<file path="src/rtl/rngb_pkg.sv">
// ----------------------------------------------------------------------------
// rngb_pkg
// Shared types, widths and helpers of the run-length gray blitter.
// ----------------------------------------------------------------------------
package rngb_pkg;

  localparam int unsigned MAX_ROW_PAIRS_DEF    = 512;
  localparam int unsigned MAX_IMAGE_ROWS_DEF   = 1024;
  localparam int unsigned CANVAS_ADDR_BITS_DEF = 20;

  // fixed field widths
  localparam int unsigned CFG_IDX_W  = 3;
  localparam int unsigned CFG_DATA_W = 12;
  localparam int unsigned PAIRS_W    = 10;
  localparam int unsigned ROW_W      = 11;
  localparam int unsigned SEG_W      = 8;
  localparam int unsigned MUL_W      = 12;
  localparam int unsigned PROD_W     = 2 * MUL_W;
  localparam int unsigned MUL_CNT_W  = $clog2(MUL_W + 1);
  localparam int unsigned ADDR_SUM_W = PROD_W + 2;

  // register indexes
  localparam logic [CFG_IDX_W-1:0] REG_IMAGE_PAIRS    = 3'd0;
  localparam logic [CFG_IDX_W-1:0] REG_IMAGE_HEIGHT   = 3'd1;
  localparam logic [CFG_IDX_W-1:0] REG_DEST_X         = 3'd2;
  localparam logic [CFG_IDX_W-1:0] REG_DEST_Y         = 3'd3;
  localparam logic [CFG_IDX_W-1:0] REG_CROP_FIRST_ROW = 3'd4;
  localparam logic [CFG_IDX_W-1:0] REG_CROP_ROWS      = 3'd5;
  localparam logic [CFG_IDX_W-1:0] REG_CANVAS_STRIDE  = 3'd6;

  localparam logic [PAIRS_W-1:0] MIN_PAIRS = 10'd5;

  typedef struct packed {
    logic [9:0]  image_pairs;
    logic [10:0] image_height;
    logic [10:0] dest_x;
    logic [10:0] dest_y;
    logic [9:0]  crop_first_row;
    logic [10:0] crop_rows;
    logic [11:0] canvas_stride;
  } cfg_t;

  typedef struct packed {
    logic             start;
    logic [MUL_W-1:0] op_a;
    logic [MUL_W-1:0] op_b;
  } mul_req_t;

  typedef struct packed {
    logic busy;
    logic done;
  } mul_stat_t;

  // 4-bit gray widened to 8 bits: n * 17 is the nibble repeated
  function automatic logic [7:0] gray_of(input logic [3:0] n);
    gray_of = {n, n};
  endfunction

endpackage

</file>
<file path="src/rtl/rngb_mul.sv">
// ----------------------------------------------------------------------------
// rngb_mul
// Shift-add multiplier, one multiplier bit per cycle, for row addresses.
// ----------------------------------------------------------------------------
module rngb_mul (
  input  logic                                 clk,
  input  logic                                 rst_n,
  input  rngb_pkg::mul_req_t                   req,
  output rngb_pkg::mul_stat_t                  stat,
  output logic [rngb_pkg::PROD_W-1:0]          product
);

  logic [rngb_pkg::PROD_W-1:0]    acc_r, acc_nxt;
  logic [rngb_pkg::PROD_W-1:0]    mcand_r, mcand_nxt;
  logic [rngb_pkg::MUL_W-1:0]     mplier_r, mplier_nxt;
  logic [rngb_pkg::MUL_CNT_W-1:0] cnt_r, cnt_nxt;
  logic                           run_r, run_nxt;
  logic                           done_r, done_nxt;

  always_comb begin
    acc_nxt    = acc_r;
    mcand_nxt  = mcand_r;
    mplier_nxt = mplier_r;
    cnt_nxt    = cnt_r;
    run_nxt    = run_r;
    done_nxt   = 1'b0;
    if (req.start) begin
      acc_nxt    = '0;
      mcand_nxt  = rngb_pkg::PROD_W'(req.op_a);
      mplier_nxt = req.op_b;
      cnt_nxt    = rngb_pkg::MUL_CNT_W'(rngb_pkg::MUL_W);
      run_nxt    = 1'b1;
    end else if (run_r) begin
      if (mplier_r[0]) begin
        acc_nxt = acc_r + mcand_r;
      end
      mcand_nxt  = mcand_r << 1;
      mplier_nxt = mplier_r >> 1;
      cnt_nxt    = cnt_r - 1'b1;
      if (cnt_r == rngb_pkg::MUL_CNT_W'(1)) begin
        run_nxt  = 1'b0;
        done_nxt = 1'b1;
      end
    end
  end

  always_ff @(posedge clk) begin
    if (!rst_n) begin
      run_r  <= 1'b0;
      done_r <= 1'b0;
      cnt_r  <= '0;
    end else begin
      run_r  <= run_nxt;
      done_r <= done_nxt;
      cnt_r  <= cnt_nxt;
    end
    acc_r    <= acc_nxt;
    mcand_r  <= mcand_nxt;
    mplier_r <= mplier_nxt;
  end

  assign stat.busy = run_r;
  assign stat.done = done_r;
  assign product   = acc_r;

endmodule

</file>
<file path="src/rtl/rngb_seq.sv">
// ----------------------------------------------------------------------------
// rngb_seq
// Byte parser, column/row tracker and span sequencer with output register.
// ----------------------------------------------------------------------------
module rngb_seq #(
  parameter int unsigned MAX_ROW_PAIRS    = rngb_pkg::MAX_ROW_PAIRS_DEF,
  parameter int unsigned MAX_IMAGE_ROWS   = rngb_pkg::MAX_IMAGE_ROWS_DEF,
  parameter int unsigned CANVAS_ADDR_BITS = rngb_pkg::CANVAS_ADDR_BITS_DEF
) (
  input  logic                                clk,
  input  logic                                rst_n,
  input  rngb_pkg::cfg_t                      cfg,
  input  logic                                in_valid,
  output logic                                in_stall,
  input  logic [7:0]                          in_stream_byte,
  input  logic                                in_start_image,
  output rngb_pkg::mul_req_t                  mul_req,
  input  rngb_pkg::mul_stat_t                 mul_stat,
  input  logic [rngb_pkg::PROD_W-1:0]         mul_product,
  output logic                                out_valid,
  input  logic                                out_stall,
  output logic [CANVAS_ADDR_BITS-1:0]         out_pixel_address,
  output logic [9:0]                          out_pair_count,
  output logic [7:0]                          out_left_gray,
  output logic [7:0]                          out_right_gray,
  output logic                                out_last_of_run,
  output logic                                out_image_done
);

  localparam int unsigned SUM_W = (CANVAS_ADDR_BITS > rngb_pkg::ADDR_SUM_W) ?
                                  CANVAS_ADDR_BITS : rngb_pkg::ADDR_SUM_W;
  localparam int unsigned PW = rngb_pkg::PAIRS_W;
  localparam int unsigned RW = rngb_pkg::ROW_W;
  localparam int unsigned SW = rngb_pkg::SEG_W;

  typedef enum logic [5:0] {
    ST_IDLE   = 6'b000001,
    ST_DECODE = 6'b000010,
    ST_SEG    = 6'b000100,
    ST_MUL    = 6'b001000,
    ST_EMIT   = 6'b010000,
    ST_STEP   = 6'b100000
  } state_t;

  typedef enum logic [1:0] {
    PH_HEAD  = 2'd0,
    PH_COUNT = 2'd1,
    PH_LIT   = 2'd2,
    PH_VALUE = 2'd3
  } phase_t;

  state_t        state_r, state_nxt;
  phase_t        phase_r, phase_nxt;
  logic [7:0]    bytes_left_r, bytes_left_nxt;
  logic [PW-1:0] col_r, col_nxt;
  logic [RW-1:0] row_r, row_nxt;
  logic          finished_r, finished_nxt;
  logic [7:0]    byte_r, byte_nxt;
  logic [SW-1:0] rem_r, rem_nxt;
  logic [SW-1:0] seg_r, seg_nxt;

  logic                        out_valid_r, out_valid_nxt;
  logic [CANVAS_ADDR_BITS-1:0] addr_r, addr_nxt;
  logic [9:0]                  cnt_r, cnt_nxt;
  logic [7:0]                  lgray_r, lgray_nxt;
  logic [7:0]                  rgray_r, rgray_nxt;
  logic                        last_r, last_nxt;
  logic                        done_r, done_nxt;

  // effective geometry
  logic [PW-1:0] pairs;
  logic [RW-1:0] height;
  logic [RW:0]   win_sum;
  logic [RW-1:0] win_end;

  always_comb begin
    pairs = cfg.image_pairs;
    if (cfg.image_pairs < rngb_pkg::MIN_PAIRS) begin
      pairs = rngb_pkg::MIN_PAIRS;
    end else if (13'(cfg.image_pairs) > 13'(MAX_ROW_PAIRS)) begin
      pairs = PW'(MAX_ROW_PAIRS);
    end
    height = cfg.image_height;
    if (14'(cfg.image_height) > 14'(MAX_IMAGE_ROWS)) begin
      height = RW'(MAX_IMAGE_ROWS);
    end
    win_sum = (RW+1)'(cfg.crop_first_row) + (RW+1)'(cfg.crop_rows);
    if (height == '0 || cfg.crop_rows == '0 || RW'(cfg.crop_first_row) >= height) begin
      win_end = '0;
    end else if (win_sum < (RW+1)'(height)) begin
      win_end = RW'(win_sum);
    end else begin
      win_end = height;
    end
  end

  // segment of the current row
  logic [PW-1:0] room;
  logic [SW-1:0] seg_c;
  logic          kept;

  assign room  = pairs - col_r;
  assign seg_c = (PW'(rem_r) < room) ? rem_r : SW'(room);
  assign kept  = row_r >= RW'(cfg.crop_first_row);

  // column/row advance by seg_r
  logic [PW:0]   col_sum;
  logic          row_end;
  logic [RW:0]   row_inc;
  logic          fin;
  logic [SW-1:0] rem_left;
  logic          item_end;

  assign col_sum  = (PW+1)'(col_r) + (PW+1)'(seg_r);
  assign row_end  = col_sum >= (PW+1)'(pairs);
  assign row_inc  = (RW+1)'(row_r) + 1'b1;
  assign fin      = row_end && (row_inc >= (RW+1)'(win_end));
  assign rem_left = rem_r - seg_r;
  assign item_end = (rem_left == '0) || fin;

  logic [SUM_W-1:0] addr_sum;
  assign addr_sum = SUM_W'(mul_product) + SUM_W'(cfg.dest_x) + SUM_W'({col_r, 1'b0});

  logic out_free;
  assign out_free = !out_valid_r || !out_stall;

  logic [RW-1:0] row_off;
  assign row_off = row_r - RW'(cfg.crop_first_row);

  always_comb begin
    state_nxt      = state_r;
    phase_nxt      = phase_r;
    bytes_left_nxt = bytes_left_r;
    col_nxt        = col_r;
    row_nxt        = row_r;
    finished_nxt   = finished_r;
    byte_nxt       = byte_r;
    rem_nxt        = rem_r;
    seg_nxt        = seg_r;
    out_valid_nxt  = out_valid_r && out_stall;
    addr_nxt       = addr_r;
    cnt_nxt        = cnt_r;
    lgray_nxt      = lgray_r;
    rgray_nxt      = rgray_r;
    last_nxt       = last_r;
    done_nxt       = done_r;
    mul_req.start  = 1'b0;
    mul_req.op_a   = rngb_pkg::MUL_W'(cfg.dest_y) + rngb_pkg::MUL_W'(row_off);
    mul_req.op_b   = cfg.canvas_stride;

    unique case (state_r)
      ST_IDLE: begin
        if (in_valid) begin
          byte_nxt  = in_stream_byte;
          state_nxt = ST_DECODE;
          if (in_start_image) begin
            phase_nxt      = PH_HEAD;
            bytes_left_nxt = '0;
            col_nxt        = '0;
            row_nxt        = '0;
            finished_nxt   = 1'b0;
          end
        end
      end
      ST_DECODE: begin
        state_nxt = ST_IDLE;
        if (!(finished_r || win_end == '0 || row_r >= win_end)) begin
          unique case (phase_r)
            PH_HEAD: begin
              if (byte_r == '0) begin
                phase_nxt = PH_COUNT;
              end else begin
                bytes_left_nxt = byte_r;
                phase_nxt      = PH_VALUE;
              end
            end
            PH_COUNT: begin
              if (byte_r == '0) begin
                phase_nxt = PH_HEAD;
              end else begin
                bytes_left_nxt = byte_r;
                phase_nxt      = PH_LIT;
              end
            end
            PH_LIT: begin
              rem_nxt        = SW'(1);
              bytes_left_nxt = bytes_left_r - 1'b1;
              if (bytes_left_r == 8'd1) begin
                phase_nxt = PH_HEAD;
              end
              state_nxt = ST_SEG;
            end
            PH_VALUE: begin
              rem_nxt        = bytes_left_r;
              bytes_left_nxt = '0;
              phase_nxt      = PH_HEAD;
              state_nxt      = ST_SEG;
            end
            default: begin
              phase_nxt = PH_HEAD;
            end
          endcase
        end
      end
      ST_SEG: begin
        seg_nxt = seg_c;
        if (kept) begin
          mul_req.start = 1'b1;
          state_nxt     = ST_MUL;
        end else begin
          state_nxt = ST_STEP;
        end
      end
      ST_MUL: begin
        if (mul_stat.done) begin
          state_nxt = ST_EMIT;
        end
      end
      ST_EMIT: begin
        if (out_free) begin
          out_valid_nxt = 1'b1;
          addr_nxt      = addr_sum[CANVAS_ADDR_BITS-1:0];
          cnt_nxt       = 10'(seg_r);
          lgray_nxt     = rngb_pkg::gray_of(byte_r[7:4]);
          rgray_nxt     = rngb_pkg::gray_of(byte_r[3:0]);
          last_nxt      = item_end;
          done_nxt      = fin;
          col_nxt       = row_end ? '0 : PW'(col_sum);
          row_nxt       = row_end ? RW'(row_inc) : row_r;
          finished_nxt  = finished_r || fin;
          rem_nxt       = rem_left;
          state_nxt     = item_end ? ST_IDLE : ST_SEG;
        end
      end
      ST_STEP: begin
        // rows above the crop window: advance only
        col_nxt      = row_end ? '0 : PW'(col_sum);
        row_nxt      = row_end ? RW'(row_inc) : row_r;
        finished_nxt = finished_r || fin;
        rem_nxt      = rem_left;
        state_nxt    = item_end ? ST_IDLE : ST_SEG;
      end
      default: begin
        state_nxt = ST_IDLE;
      end
    endcase
  end

  always_ff @(posedge clk) begin
    if (!rst_n) begin
      state_r      <= ST_IDLE;
      phase_r      <= PH_HEAD;
      bytes_left_r <= '0;
      col_r        <= '0;
      row_r        <= '0;
      finished_r   <= 1'b0;
      rem_r        <= '0;
      out_valid_r  <= 1'b0;
    end else begin
      state_r      <= state_nxt;
      phase_r      <= phase_nxt;
      bytes_left_r <= bytes_left_nxt;
      col_r        <= col_nxt;
      row_r        <= row_nxt;
      finished_r   <= finished_nxt;
      rem_r        <= rem_nxt;
      out_valid_r  <= out_valid_nxt;
    end
    byte_r  <= byte_nxt;
    seg_r   <= seg_nxt;
    addr_r  <= addr_nxt;
    cnt_r   <= cnt_nxt;
    lgray_r <= lgray_nxt;
    rgray_r <= rgray_nxt;
    last_r  <= last_nxt;
    done_r  <= done_nxt;
  end

  assign in_stall          = (state_r != ST_IDLE);
  assign out_valid         = out_valid_r;
  assign out_pixel_address = addr_r;
  assign out_pair_count    = cnt_r;
  assign out_left_gray     = lgray_r;
  assign out_right_gray    = rgray_r;
  assign out_last_of_run   = last_r;
  assign out_image_done    = done_r;

endmodule

</file>
<file path="src/rtl/rle_nibble_gray_blitter_top.sv">
// ----------------------------------------------------------------------------
// rle_nibble_gray_blitter_top
// Run-length 4bpp stream decoder emitting 8bpp gray spans with canvas address.
//
//   port group  direction  handshake           payload
//   in_*        input      in_valid/in_stall   stream_byte, start_image
//   out_*       output     out_valid/out_stall address, pair count, grays, flags
//   cfg_*       input      cfg_valid/cfg_ready register index, write data
//
// a byte is taken only in idle; a header or dropped byte passes idle and decode,
// a pixel byte then segment, multiply (waiting on the shift-add multiplier for the
// row address) and emit per kept span; segment and step per skipped row segment.
// reset is synchronous; config registers come up at their defaults.
// a result waits in the output register while the next span is computed;
// out_stall only holds up the sequencer when the next span is ready to load.
// ----------------------------------------------------------------------------
module rle_nibble_gray_blitter_top #(
  parameter int unsigned MAX_ROW_PAIRS    = rngb_pkg::MAX_ROW_PAIRS_DEF,
  parameter int unsigned MAX_IMAGE_ROWS   = rngb_pkg::MAX_IMAGE_ROWS_DEF,
  parameter int unsigned CANVAS_ADDR_BITS = rngb_pkg::CANVAS_ADDR_BITS_DEF
) (
  input  logic                                clk,
  input  logic                                rst_n,
  input  logic                                in_valid,
  output logic                                in_stall,
  input  logic [7:0]                          in_stream_byte,
  input  logic                                in_start_image,
  output logic                                out_valid,
  input  logic                                out_stall,
  output logic [CANVAS_ADDR_BITS-1:0]         out_pixel_address,
  output logic [9:0]                          out_pair_count,
  output logic [7:0]                          out_left_gray,
  output logic [7:0]                          out_right_gray,
  output logic                                out_last_of_run,
  output logic                                out_image_done,
  input  logic                                cfg_valid,
  output logic                                cfg_ready,
  input  logic [rngb_pkg::CFG_IDX_W-1:0]      cfg_index,
  input  logic [rngb_pkg::CFG_DATA_W-1:0]     cfg_data
);

  rngb_pkg::cfg_t cfg_r, cfg_nxt;

  always_comb begin
    cfg_nxt = cfg_r;
    if (cfg_valid) begin
      unique case (cfg_index)
        rngb_pkg::REG_IMAGE_PAIRS:    cfg_nxt.image_pairs    = cfg_data[9:0];
        rngb_pkg::REG_IMAGE_HEIGHT:   cfg_nxt.image_height   = cfg_data[10:0];
        rngb_pkg::REG_DEST_X:         cfg_nxt.dest_x         = cfg_data[10:0];
        rngb_pkg::REG_DEST_Y:         cfg_nxt.dest_y         = cfg_data[10:0];
        rngb_pkg::REG_CROP_FIRST_ROW: cfg_nxt.crop_first_row = cfg_data[9:0];
        rngb_pkg::REG_CROP_ROWS:      cfg_nxt.crop_rows      = cfg_data[10:0];
        rngb_pkg::REG_CANVAS_STRIDE:  cfg_nxt.canvas_stride  = cfg_data[11:0];
        default: begin
          cfg_nxt = cfg_r;
        end
      endcase
    end
  end

  always_ff @(posedge clk) begin
    if (!rst_n) begin
      cfg_r.image_pairs    <= 10'd5;
      cfg_r.image_height   <= 11'd1;
      cfg_r.dest_x         <= '0;
      cfg_r.dest_y         <= '0;
      cfg_r.crop_first_row <= '0;
      cfg_r.crop_rows      <= 11'd1024;
      cfg_r.canvas_stride  <= 12'd960;
    end else begin
      cfg_r <= cfg_nxt;
    end
  end

  assign cfg_ready = 1'b1;

  rngb_pkg::mul_req_t          mul_req;
  rngb_pkg::mul_stat_t         mul_stat;
  logic [rngb_pkg::PROD_W-1:0] mul_product;

  rngb_mul u_mul (
    .clk     (clk),
    .rst_n   (rst_n),
    .req     (mul_req),
    .stat    (mul_stat),
    .product (mul_product)
  );

  rngb_seq #(
    .MAX_ROW_PAIRS    (MAX_ROW_PAIRS),
    .MAX_IMAGE_ROWS   (MAX_IMAGE_ROWS),
    .CANVAS_ADDR_BITS (CANVAS_ADDR_BITS)
  ) u_seq (
    .clk               (clk),
    .rst_n             (rst_n),
    .cfg               (cfg_r),
    .in_valid          (in_valid),
    .in_stall          (in_stall),
    .in_stream_byte    (in_stream_byte),
    .in_start_image    (in_start_image),
    .mul_req           (mul_req),
    .mul_stat          (mul_stat),
    .mul_product       (mul_product),
    .out_valid         (out_valid),
    .out_stall         (out_stall),
    .out_pixel_address (out_pixel_address),
    .out_pair_count    (out_pair_count),
    .out_left_gray     (out_left_gray),
    .out_right_gray    (out_right_gray),
    .out_last_of_run   (out_last_of_run),
    .out_image_done    (out_image_done)
  );

endmodule
</file>
<file path="config.mk">
export PLATFORM = sky130hd
export DESIGN_NAME = rle_nibble_gray_blitter_top
export DESIGN_NICKNAME = d
export VERILOG_FILES = /design/src/rtl/rngb_pkg.sv /design/src/rtl/rngb_mul.sv /design/src/rtl/rngb_seq.sv /design/src/rtl/rle_nibble_gray_blitter_top.sv
export SDC_FILE = /design/constraint.sdc
export NUM_CORES = 1
export LEC_CHECK = 0
export BUFFER_PORTS_ARGS = -buffer_cell sky130_fd_sc_hd__buf_2
export CAP_MARGIN = 10
export CORE_AREA = 2 2 175 177
export CTS_BUF_LIST = sky130_fd_sc_hd__clkbuf_16
export DETAILED_ROUTE_END_ITERATION = 16
export DIE_AREA = 0 0 177 179
export HOLD_SLACK_MARGIN = 0.12
export PLACE_DENSITY = 0.67
export SLEW_MARGIN = 20
export SYNTH_ARGS = -nofsm -noshare
export SYNTH_HDL_FRONTEND = slang
export SYNTH_SLANG_ARGS = --single-unit
</file>
<file path="constraint.sdc">
create_clock -name clk -period 10.6 [get_ports clk]
set_input_delay 0.53 -clock clk [delete_from_list [all_inputs] [get_ports clk]]
set_output_delay 0.53 -clock clk [all_outputs]
set_load 0.03 [all_outputs]
</file>
==> impl_metrics.toml, run 1 <==
[final_layout]
n_antenna_cell = 0
final_area_um2 = 16260
fillCellCount = 2789
stdcell_count = 2157
drive_gt1_share_pct = 8.631
nNetsFinal = 1938
syn_to_final_growth_pct = 10.08

[power]
p_sw_w = 0.0006028
swShare_pct = 27.55
worst_ir_drop_vdd_mv = 0.1169
seqPwrFrac_pct = 45.6
p_leak_nw = 6.937
p_clk_share_pct = 40.6
combPwrFrac_pct = 13.8
total_power_w = 0.002188
intPower_w = 0.001585
p_per_area_nw_per_um2 = 134.6

[placed_design]
preCtsSetupSlack_ps = 4199
place_inst = 2108
io_buffers = 76
place_congestion = 0.9237
dpl-instance-area_um2 = 15420
hpwlAfterDp_um = 26540

[global_routing]
grt_max_degree = 93
grt_usage_pct = 22.59
grt_pass1_vias = 11471
antenna_found_initial = 0
grt_overflow = 0
grt_pass1_wl_um = 58000

[route]
wl_um = 35880
top_layer = "met4"
wl_met2_um = 16950
wl_met3_um = 1449
drtAntennaViolNets = 0
vias_per_cell = 5.556
drt-met1-wl_um = 16230
drt_iter0_markers = 751
vias = 11984
drt_pre_antenna_iters = 6
drc = 0
wl_per_cell_um = 16.63

[synth]
synth_commonest_cells = "nand2_1 (307), a21oi_1 (171), dfxtp_1 (157), ha_1 (150), nor2_1 (108)"
synth_cell_types = 79
synth_edf_count = 78
yosys.area.top_type = "dfxtp_1"
synth_warnings = 0
synth_top_cell_area_share_pct = 21.28
synth.area.top_cells = "dfxtp_1 (21%), edfxtp_1 (16%), ha_1 (13%)"
synth-seq-area-share_pct = 37.15
synth_top_family_by_area = "simple AND/OR/NAND/NOR gates"
synth_adder_area_share_pct = 15.15
synth-compound-area-share_pct = 17.30
ys_ff_latch = 235
synth.avg_cell_area_um2 = 8.733
synth_most_common_cell = "nand2_1"
synth_simple_gate_area_share_pct = 18.29
synth_mux_area_share_pct = 2.254
netlist_area_um2 = 14770
synthXorXnorAreaFrac_pct = 5.211
synthArstFlopShare_pct = 0
syn_inst = 1691
synth_ff_type = "dfxtp_1"

[cts]
clkTransAtPathRegs_ps = 60
insertion_delay_ps = 540
cts.sinks = 235
cts_resized = 0
cts_buffers = 27
cts_root_buffer = "clkbuf_16"
clk_path_buf_depth = 3
hold_buffers = 0
post_cts_buffers = 0
tritoncts = "built"
htree_levels = 1

[job]
drv_cap = 0

[sta]
timing.final.hold_violations = 0
worst_slew_pin_slew_ps = 1044
fin_ws_ps = 4105
fin_tns_setup_ps = 0
clock_skew_ps = 8.559
min_period_ps = 6495
slew_viol_final = 0
worst_slew_margin_rel_pct = 30.40
rsz0062_at_grt = "false"
clock.fmax_mhz = 154.0
finalSetupViolCount = 0
finalCritPeriodShare_pct = 61.28

[worst_setup_path]
worstPathRequired_ps = 11020
crit_fanout = 16
critPathCaptureType = "flop"
crit_type = "reg -> reg"
worstPathArrival_ps = 6910
cp-start-kind = "flop"

[floorplanning]
core_um2 = 30030
die_h_um = 179
start_util_pct = 49.17
ioPinCount = 80
rows = 64
die-area_um2 = 31680
chipWidth_um = 177

[run_status]
status = "complete, no violations"

[hold_path]
hp-class = "in -> reg"
cells by family after synthesis:
family | count (synthesis)
AND/OR/NAND/NOR | 603
adder cells (fa/ha/maj) | 168
buffers and inverters | 164
XOR/XNOR | 87
other | 2
AO/OA/AOI/OAI | 399
multiplexers | 33
flip-flops | 235
final cells by class:
cell class	instances	area (um^2)	area share, %
well taps	396	495.5	3.048
inverters	99	372.9	2.294
clock inverters	22	157.7	0.9698
clock buffers	27	675.6	4.156
multi-input cells	1293	8621	53.03
flip-flops and latches	235	5485	33.74
repair buffers	85	447.9	2.756
cell usage in the layout (no fill, tap or decap), types with 6 or more instances in the layout:
| cell | instances |
|---|---|
| nand2_1 | 307 |
| a21oi_1 | 170 |
| dfxtp_1 | 157 |
| ha_1 | 150 |
| nor2_1 | 108 |
| inv_1 | 100 |
| edfxtp_1 | 78 |
| buf_2 | 76 |
| o21ai_0 | 62 |
| xnor2_1 | 51 |
| nand3_1 | 46 |
| xor2_1 | 35 |
| mux2i_1 | 31 |
| a21o_1 | 29 |
| clkbuf_16 | 27 |
| nor3_1 | 24 |
| nand2b_1 | 22 |
| a211oi_1 | 22 |
| fa_1 | 18 |
| and3_1 | 17 |
| nor2b_1 | 16 |
| o211ai_1 | 12 |
| or3_1 | 12 |
| a22oi_1 | 12 |
| nor4_1 | 11 |
| nand4_1 | 10 |
| o21a_1 | 10 |
| and2_1 | 9 |
| buf_4 | 9 |
| o21bai_1 | 8 |
| clkinv_2 | 8 |
| a311oi_1 | 8 |
| clkinv_1 | 8 |
| a31oi_1 | 7 |
| o31ai_1 | 6 |
| a221oi_1 | 6 |
| a41oi_1 | 6 |
critical path, cell delays in order (launching register included):
cell	delay [ps]
dfxtp_1	350
ha_1	240
fa_1	410
a21oi_1	210
o22ai_1	150
o21bai_2	230
or3_1	180
nand3_1	110
ha_1	350
a221oi_1	290
nand4_1	700
mux2i_1	360
nand2_1	110
ha_1	350
a21o_1	170
a21o_1	170
a221oi_1	330
o21ai_0	150
o211ai_1	110
nand3_1	280
o41ai_4	790
and3_1	270
nor3_1	50
per-layer routing:
layer | vias to the layer above | track usage (%)
met5 | - | 0
met4 | 0 | 8.299
met3 | 75 | 2.587
met2 | 248 | 38.59
met1 | 5602 | 29.43
li1 | 6059 | -
power by group through the flow:
| stage | Combinational (W) | Sequential, W | Clock (W) |
|---|---|---|---|
| final | 0.000302 | 0.000997 | 0.000889 |
| after global routing | 0.000338 | 0.00100 | 0.000940 |
| after CTS | 0.000300 | 0.000996 | 0.000906 |
| after detailed placement | 0.000298 | 0.00102 | 0 |
| after global placement | 0.000291 | 0.00101 | 0 |
| after floorplan | 0.000235 | 0.00100 | 0 |
path summary, 6_finish.rpt:
path | startpoint | end | slack (ps) | depth (start not counted)
worst min-delay path | in_stream_byte[3] | u_seq.byte_r[3] | 170 | 1
worst max-delay path | cfg_r[23] | u_seq.rem_r[7] | 4100 | 22
worst min register to register | cfg_r[5] | cfg_r[5] | 460 | 2
worst max register to register | cfg_r[23] | u_seq.rem_r[7] | 4100 | 22
sequential cells by signal, summed over array words and instances (netlist names), 8 cells and up:
name	cells
u_seq.seg_r	8
u_seq.rem_r	8
u_seq.out_pair_count	8
cfg_r	76
u_mul.mcand_r	20
u_mul.product	20
u_seq.byte_r	8
u_seq.out_pixel_address	20
u_mul.mplier_r	12
u_seq.col_r	10
u_seq.row_r	11
u_seq.bytes_left_r	8
per-stage QoR:
step	hold WS [ps]	util, %
after floorplan	431.7	-
after global placement	438.9	51.36
after detailed placement	447.6	51.36
after CTS	146.2	54.13
after global routing	148.6	54.13
final	166.0	54.13
No activity file was read; power rests on OpenSTA's default activity.
==> run 2, diff against run 1 <==
--- a/config.mk
+++ b/config.mk
@@ -12,7 +12,7 @@
 export DETAILED_ROUTE_END_ITERATION = 16
 export DIE_AREA = 0 0 177 179
 export HOLD_SLACK_MARGIN = 0.12
-export PLACE_DENSITY = 0.67
+export PLACE_DENSITY = 0.69
 export SLEW_MARGIN = 20
 export SYNTH_ARGS = -nofsm -noshare
 export SYNTH_HDL_FRONTEND = slang
==> constraint.sdc (replaced) <==
create_clock -name clk -period 5.8 [get_ports clk]
set_input_delay 0.29 -clock clk [delete_from_list [all_inputs] [get_ports clk]]
set_output_delay 0.29 -clock clk [all_outputs]
set_load 0.03 [all_outputs]
==> run 2 against run 1 <==
Effect of this change: first-iteration DRC count up 16%; power up 86%; global-route usage about the same; sequential cell count unchanged; critical path depth up 3; sequential power up 83%; via count up 1.8%.
==> impl_metrics.toml, run 2 (same netlist as run 1, synthesis figures left out) <==
[worst_setup_path]
critPathCaptureType = "flop"
crit_type = "reg -> reg"
cp-start-kind = "flop"
worstPathRequired_ps = 6220
crit_fanout = 15
worstPathArrival_ps = 5780

[final_layout]
fillCellCount = 2782
mostFrequentLayoutCells = "nand2_1 (307), a21oi_1 (169), dfxtp_1 (157)"
n_antenna_cell = 0
syn_to_final_growth_pct = 12.15
largest-register = "cfg_r"
final_util_pct = 55.15
largest_register_ffs = 76
drive_gt1_share_pct = 9.468
mostFrequentLayoutCell = "nand2_1"
nNetsFinal = 1961

[power]
p_leak_nw = 7.059
intPower_w = 0.002963
total_power_w = 0.004073
p_per_area_nw_per_um2 = 245.9
p_clk_share_pct = 41.2
p_sw_w = 0.001110
seqPwrFrac_pct = 44.7
worst_ir_drop_vdd_mv = 0.2337
combPwrFrac_pct = 14.1
swShare_pct = 27.24

[floorplanning]
die_h_um = 179
rows = 64
die-area_um2 = 31680
chipWidth_um = 177
ioPinCount = 80
start_util_pct = 49.17
core_um2 = 30030

[sta]
hold_ws_ps = 123.2
fin_ws_ps = 443.0
clock.fmax_mhz = 186.7
finalSetupViolCount = 0
worst_slew_margin_rel_pct = 30.29
rsz0062_at_grt = "false"
timing.final.hold_violations = 0
clock_skew_ps = 29.60
worst_slew_pin_slew_ps = 1046
min_period_ps = 5357
finalCritPeriodShare_pct = 92.36
fin_tns_setup_ps = 0
slew_viol_final = 0

[cts]
clk_path_buf_depth = 3
insertion_delay_ps = 550
clkTransAtPathRegs_ps = 60
htree_levels = 1
cts_buffers = 27
cts_root_buffer = "clkbuf_16"
tritoncts = "built"
cts.sinks = 235

[global_routing]
grt_pass1_vias = 11846
grt_overflow = 0
grt_max_degree = 93
grt_usage_pct = 22.58
antenna_found_initial = 0
grt_pass1_wl_um = 58320

[route]
drt_pre_antenna_iters = 5
drc = 0
drt_iter0_markers = 874
vias_per_cell = 5.593
drtAntennaViolNets = 0
vias = 12199
wl_um = 35690
wl_per_cell_um = 16.36

[placed_design]
hpwlAfterDp_um = 26430
place_congestion = 0.9137
io_buffers = 76
preCtsSetupSlack_ps = 230.6

[job]
drv_cap = 0

[hold_path]
hp-class = "in -> reg"

[run_status]
status = "complete, no violations"
==> run 2: repair_timing <==
item / 4_1_cts / 5_1_grt
setup buffers: 0 / 3
endpoints found under the setup margin: 0 / 20
hold endpoints to repair: 35 / 0
resized for setup: 0 / 7
hold buffers: 17 / 0
==> run 2: worst paths after layout <==
check,startpoint,end,slack (ps),cells after the start
hold reg to reg,cfg_r[11],cfg_r[11],450,2
hold / removal,cfg_data[3],cfg_r[58],120,3
setup / recovery,cfg_r[12],u_seq.rem_r[5],440,25
setup reg to reg,cfg_r[12],u_seq.rem_r[5],440,25
==> run 2: critical path: stages, from the launching register on <==
cell and delay (ps):
dfxtp_1 360, ha_1 240, fa_2 250, a21oi_2 60
o22ai_1 230, o21bai_2 110, or3_1 400, nand3_1 180
ha_4 240, a221oi_2 310, nand4_1 200, buf_4 190
mux2i_1 110, nor2b_1 190, ha_1 270, nand2b_1 140
a21o_1 190, a221oi_2 260, o21ai_0 140, o211ai_1 110
nand3_2 140, buf_4 170, o41ai_4 210, buf_6 200
nor2_1 50, a211oi_1 250
==> run 2: layer usage <==
layer / GRT usage [%] / wire length, um
met1: 28.69 / 15860
met2: 39.83 / 17120
met3: 2.545 / 1633
met4: 7.576 / 1086
met5: 0 / 0
==> run 2: through the flow <==
| step | area [um^2] | instances |
|---|---|---|
| 2_1_floorplan | 14770 | 1692 |
| 3_3_place_gp | 15440 | 2110 |
| 6_report | 16560 | 2181 |
| 5_1_grt | 16560 | 2181 |
| 4_1_cts | 16480 | 2177 |
| 3_5_place_dp | 15440 | 2110 |
==> run 2: cell type report <==
class / instances / area [um^2] / area share [%]
Inverter: 99 / 372.9 / 2.251
Tap cell: 396 / 495.5 / 2.992
Clock buffer: 27 / 675.6 / 4.080
Sequential cell: 235 / 5485 / 33.12
Timing Repair Buffer: 107 / 659.4 / 3.982
Clock inverter: 23 / 195.2 / 1.179
Multi-Input combinational cell: 1294 / 8677 / 52.39
==> run 2: power by group through the flow <==
stage | logic [W] | registers [W] | clock network [W]
detailed placement | 0.000550 | 0.00186 | 0
finish | 0.000575 | 0.00182 | 0.00168
floorplan | 0.000429 | 0.00183 | 0
CTS | 0.000562 | 0.00182 | 0.00171
global placement | 0.000538 | 0.00185 | 0
global route | 0.000637 | 0.00183 | 0.00178
==> run 3, diff against run 2 <==
--- a/config.mk
+++ b/config.mk
@@ -7,10 +7,10 @@
 export LEC_CHECK = 0
 export BUFFER_PORTS_ARGS = -buffer_cell sky130_fd_sc_hd__buf_2
 export CAP_MARGIN = 10
-export CORE_AREA = 2 2 175 177
+export CORE_AREA = 2 2 202 154
 export CTS_BUF_LIST = sky130_fd_sc_hd__clkbuf_16
 export DETAILED_ROUTE_END_ITERATION = 16
-export DIE_AREA = 0 0 177 179
+export DIE_AREA = 0 0 204 156
 export HOLD_SLACK_MARGIN = 0.12
 export PLACE_DENSITY = 0.69
 export SLEW_MARGIN = 20
==> run 3 against run 2 <==
Effect of this change: routed wire length grew 2.7%; sequential share of layout area is 0.31 points higher; power decreased by 5.8%; core utilization is 0.21 points lower; cell area decreased by 0.91%; sequential power about the same; largest power group unchanged.
==> impl_metrics.toml, run 3 (same netlist as run 1, synthesis figures left out) <==
[global_routing]
grtUsageMet3_pct = 2.966
grt_pass1_wl_um = 59260
met2_usage_pct = 36.44
top_usage_layer = "met2"
grt_usage_pct = 22.96
grt_pass1_vias = 11543
antenna_found_initial = 0
grt.met1_usage_pct = 33.66
grt_max_degree = 85
grt_overflow = 0

[floorplanning]
rows = 55
chipWidth_um = 204
die_h_um = 156
core_um2 = 29870
start_util_pct = 49.44
die-area_um2 = 31820
ioPinCount = 80

[route]
wl_per_cell_um = 16.81
wl_um = 36670
drtAntennaViolNets = 0
drt_pre_antenna_iters = 6
drc = 0
vias_per_cell = 5.607
vias = 12229
drt_iter0_markers = 858

[sta]
finalCritPeriodShare_pct = 93.98
rsz0062_at_grt = "false"
fin_tns_setup_ps = 0
timing.final.hold_violations = 0
clock_skew_ps = 21.76
worst_slew_margin_rel_pct = 34.30
slew_viol_final = 0
min_period_ps = 5451
worst_slew_pin_slew_ps = 981.9
finalSetupViolCount = 0
clock.fmax_mhz = 183.5

[cts]
post_cts_buffers = 0
clk_path_buf_depth = 3
cts_buffers = 25
clkTransAtPathRegs_ps = 60
tritoncts = "built"
htree_levels = 1
insertion_delay_ps = 550
cts_root_buffer = "clkbuf_16"
cts.sinks = 235

[worst_setup_path]
path_buf_inv = 2
worstPathRequired_ps = 6230
cpLargestDelayFamily = "simple AND/OR/NAND/NOR gates"
crit_type = "reg -> reg"
slowest_stage = "or4_1"
slowest_delay_ps = 460
worstPathArrival_ps = 5880
critPathCaptureType = "flop"
crit_path_frequent_cell = "ha_1"
crit_fanout = 6
cp-start-kind = "flop"
crit_chain = "ha_1 -> fa_2 -> a21oi_2 -> o22ai_1 -> o21bai_2 -> or3_1 -> nand3_1 -> ha_1 -> a221oi_1 -> nand4_1 -> buf_4 -> mux2i_1 -> nor2b_1 -> ha_1 -> nand2b_1 -> a21o_1 -> a221oi_1 -> o21ai_0 -> o211ai_1 -> nand3_1 -> buf_4 -> nor3_1 -> nor2_1 -> or4_1"

[placed_design]
place_congestion = 0.9234
io_buffers = 76
hpwlAfterDp_um = 27390
dpl-instance-area_um2 = 15460

[power]
intPower_w = 0.002761
combPwrFrac_pct = 14.9
swShare_pct = 28.06
p_per_area_nw_per_um2 = 233.9
seqPwrFrac_pct = 47.5
p_clk_share_pct = 37.6
p_leak_nw = 7.011
worst_ir_drop_vdd_mv = 0.2116
p_sw_w = 0.001077

[final_layout]
n_antenna_cell = 0
largest_register_ffs = 76
mostFrequentLayoutCells = "nand2_1 (307), a21oi_1 (169), dfxtp_1 (157)"
largest-register = "cfg_r"
final_util_pct = 54.94
nNetsFinal = 1960
mostFrequentLayoutCell = "nand2_1"
syn_to_final_growth_pct = 11.13
drive_gt1_share_pct = 8.530
final_area_um2 = 16410

[run_status]
status = "complete, no violations"

[hold_path]
hp-class = "in -> reg"

[job]
drv_cap = 0
run 3: changes by cell type in the layout (fill, tap and decap cells not counted), sizes merged:
cell,before,now
inv,104,111
bufinv,3,0
clkinv,12,9
clkinvlp,3,0
dlygate4sd3,17,20
clkbuf,27,25
buf,90,89
o41a,3,2
run 3: power by group through the flow:
stage          clock (W)  combinational (W)  sequential, W
4_1_cts          0.00147           0.000567        0.00182
2_1_floorplan          0           0.000429        0.00183
5_1_grt          0.00154           0.000632        0.00183
3_3_place_gp           0           0.000540        0.00185
3_5_place_dp           0           0.000552        0.00186
6_report         0.00144           0.000572        0.00182
run 3: area by class of cell:
type	instances	area, um^2
clock buffer	25	625.6
multi-input combinational	1293	8646
fill	2750	13460
inverter	99	372.9
sequential	235	5485
clock inverter	21	98.84
tap	399	499.2
timing repair buffer	109	681.9
run 3: stage by stage:
| step | hold WS, ps | worst slack (ps) | total power [W] | std cells |
|---|---|---|---|---|
| floorplan | 388.9 | 262.1 | 0.002261 | 1692 |
| global placement | 442.4 | 400.4 | 0.002394 | 2115 |
| detailed placement | 444.8 | 230.4 | 0.002408 | 2115 |
| CTS | 130.7 | 239.1 | 0.003862 | 2181 |
| global route | 140.5 | 16.06 | 0.004000 | 2181 |
| finish | 150.4 | 349.2 | 0.003838 | 2181 |
run 3: what timing repair did:
action / CTS / global route
setup endpoints to repair: 0 / 19
hold buffers: 20 / 0
gates resized for setup: 0 / 6
hold endpoints to repair: 42 / 0
run 3: path summary, 6_finish.rpt:
path               start          endpoint  slack, ps  depth (start not counted)
min reg2reg    cfg_r[11]         cfg_r[11]        450                          2
max            cfg_r[23]  u_seq.state_r[0]        350                         24
max reg2reg    cfg_r[23]  u_seq.state_r[0]        350                         24
min          cfg_data[2]         cfg_r[57]        150                          3
run 3: routing by layer:
| layer | share of wire, % | routed length [um] |
|---|---|---|
| met1 | 50 | 18260 |
| met2 | 43 | 15950 |
| met3 | 5.2 | 1902 |
| met4 | 1.5 | 556 |
| met5 | 0 | 0 |
run 3: worst register-to-register path: stages (launching register included):
cell and delay (ps):
dfxtp_1 350, ha_1 250, fa_2 380, a21oi_2 180, o22ai_1 120, o21bai_2 200
or3_1 170, nand3_1 130, ha_1 350, a221oi_1 340, nand4_1 190, buf_4 210
mux2i_1 120, nor2b_1 170, ha_1 260, nand2b_1 150, a21o_1 180, a221oi_1 320
o21ai_0 160, o211ai_1 100, nand3_1 160, buf_4 190, nor3_1 170, nor2_1 60
or4_1 460
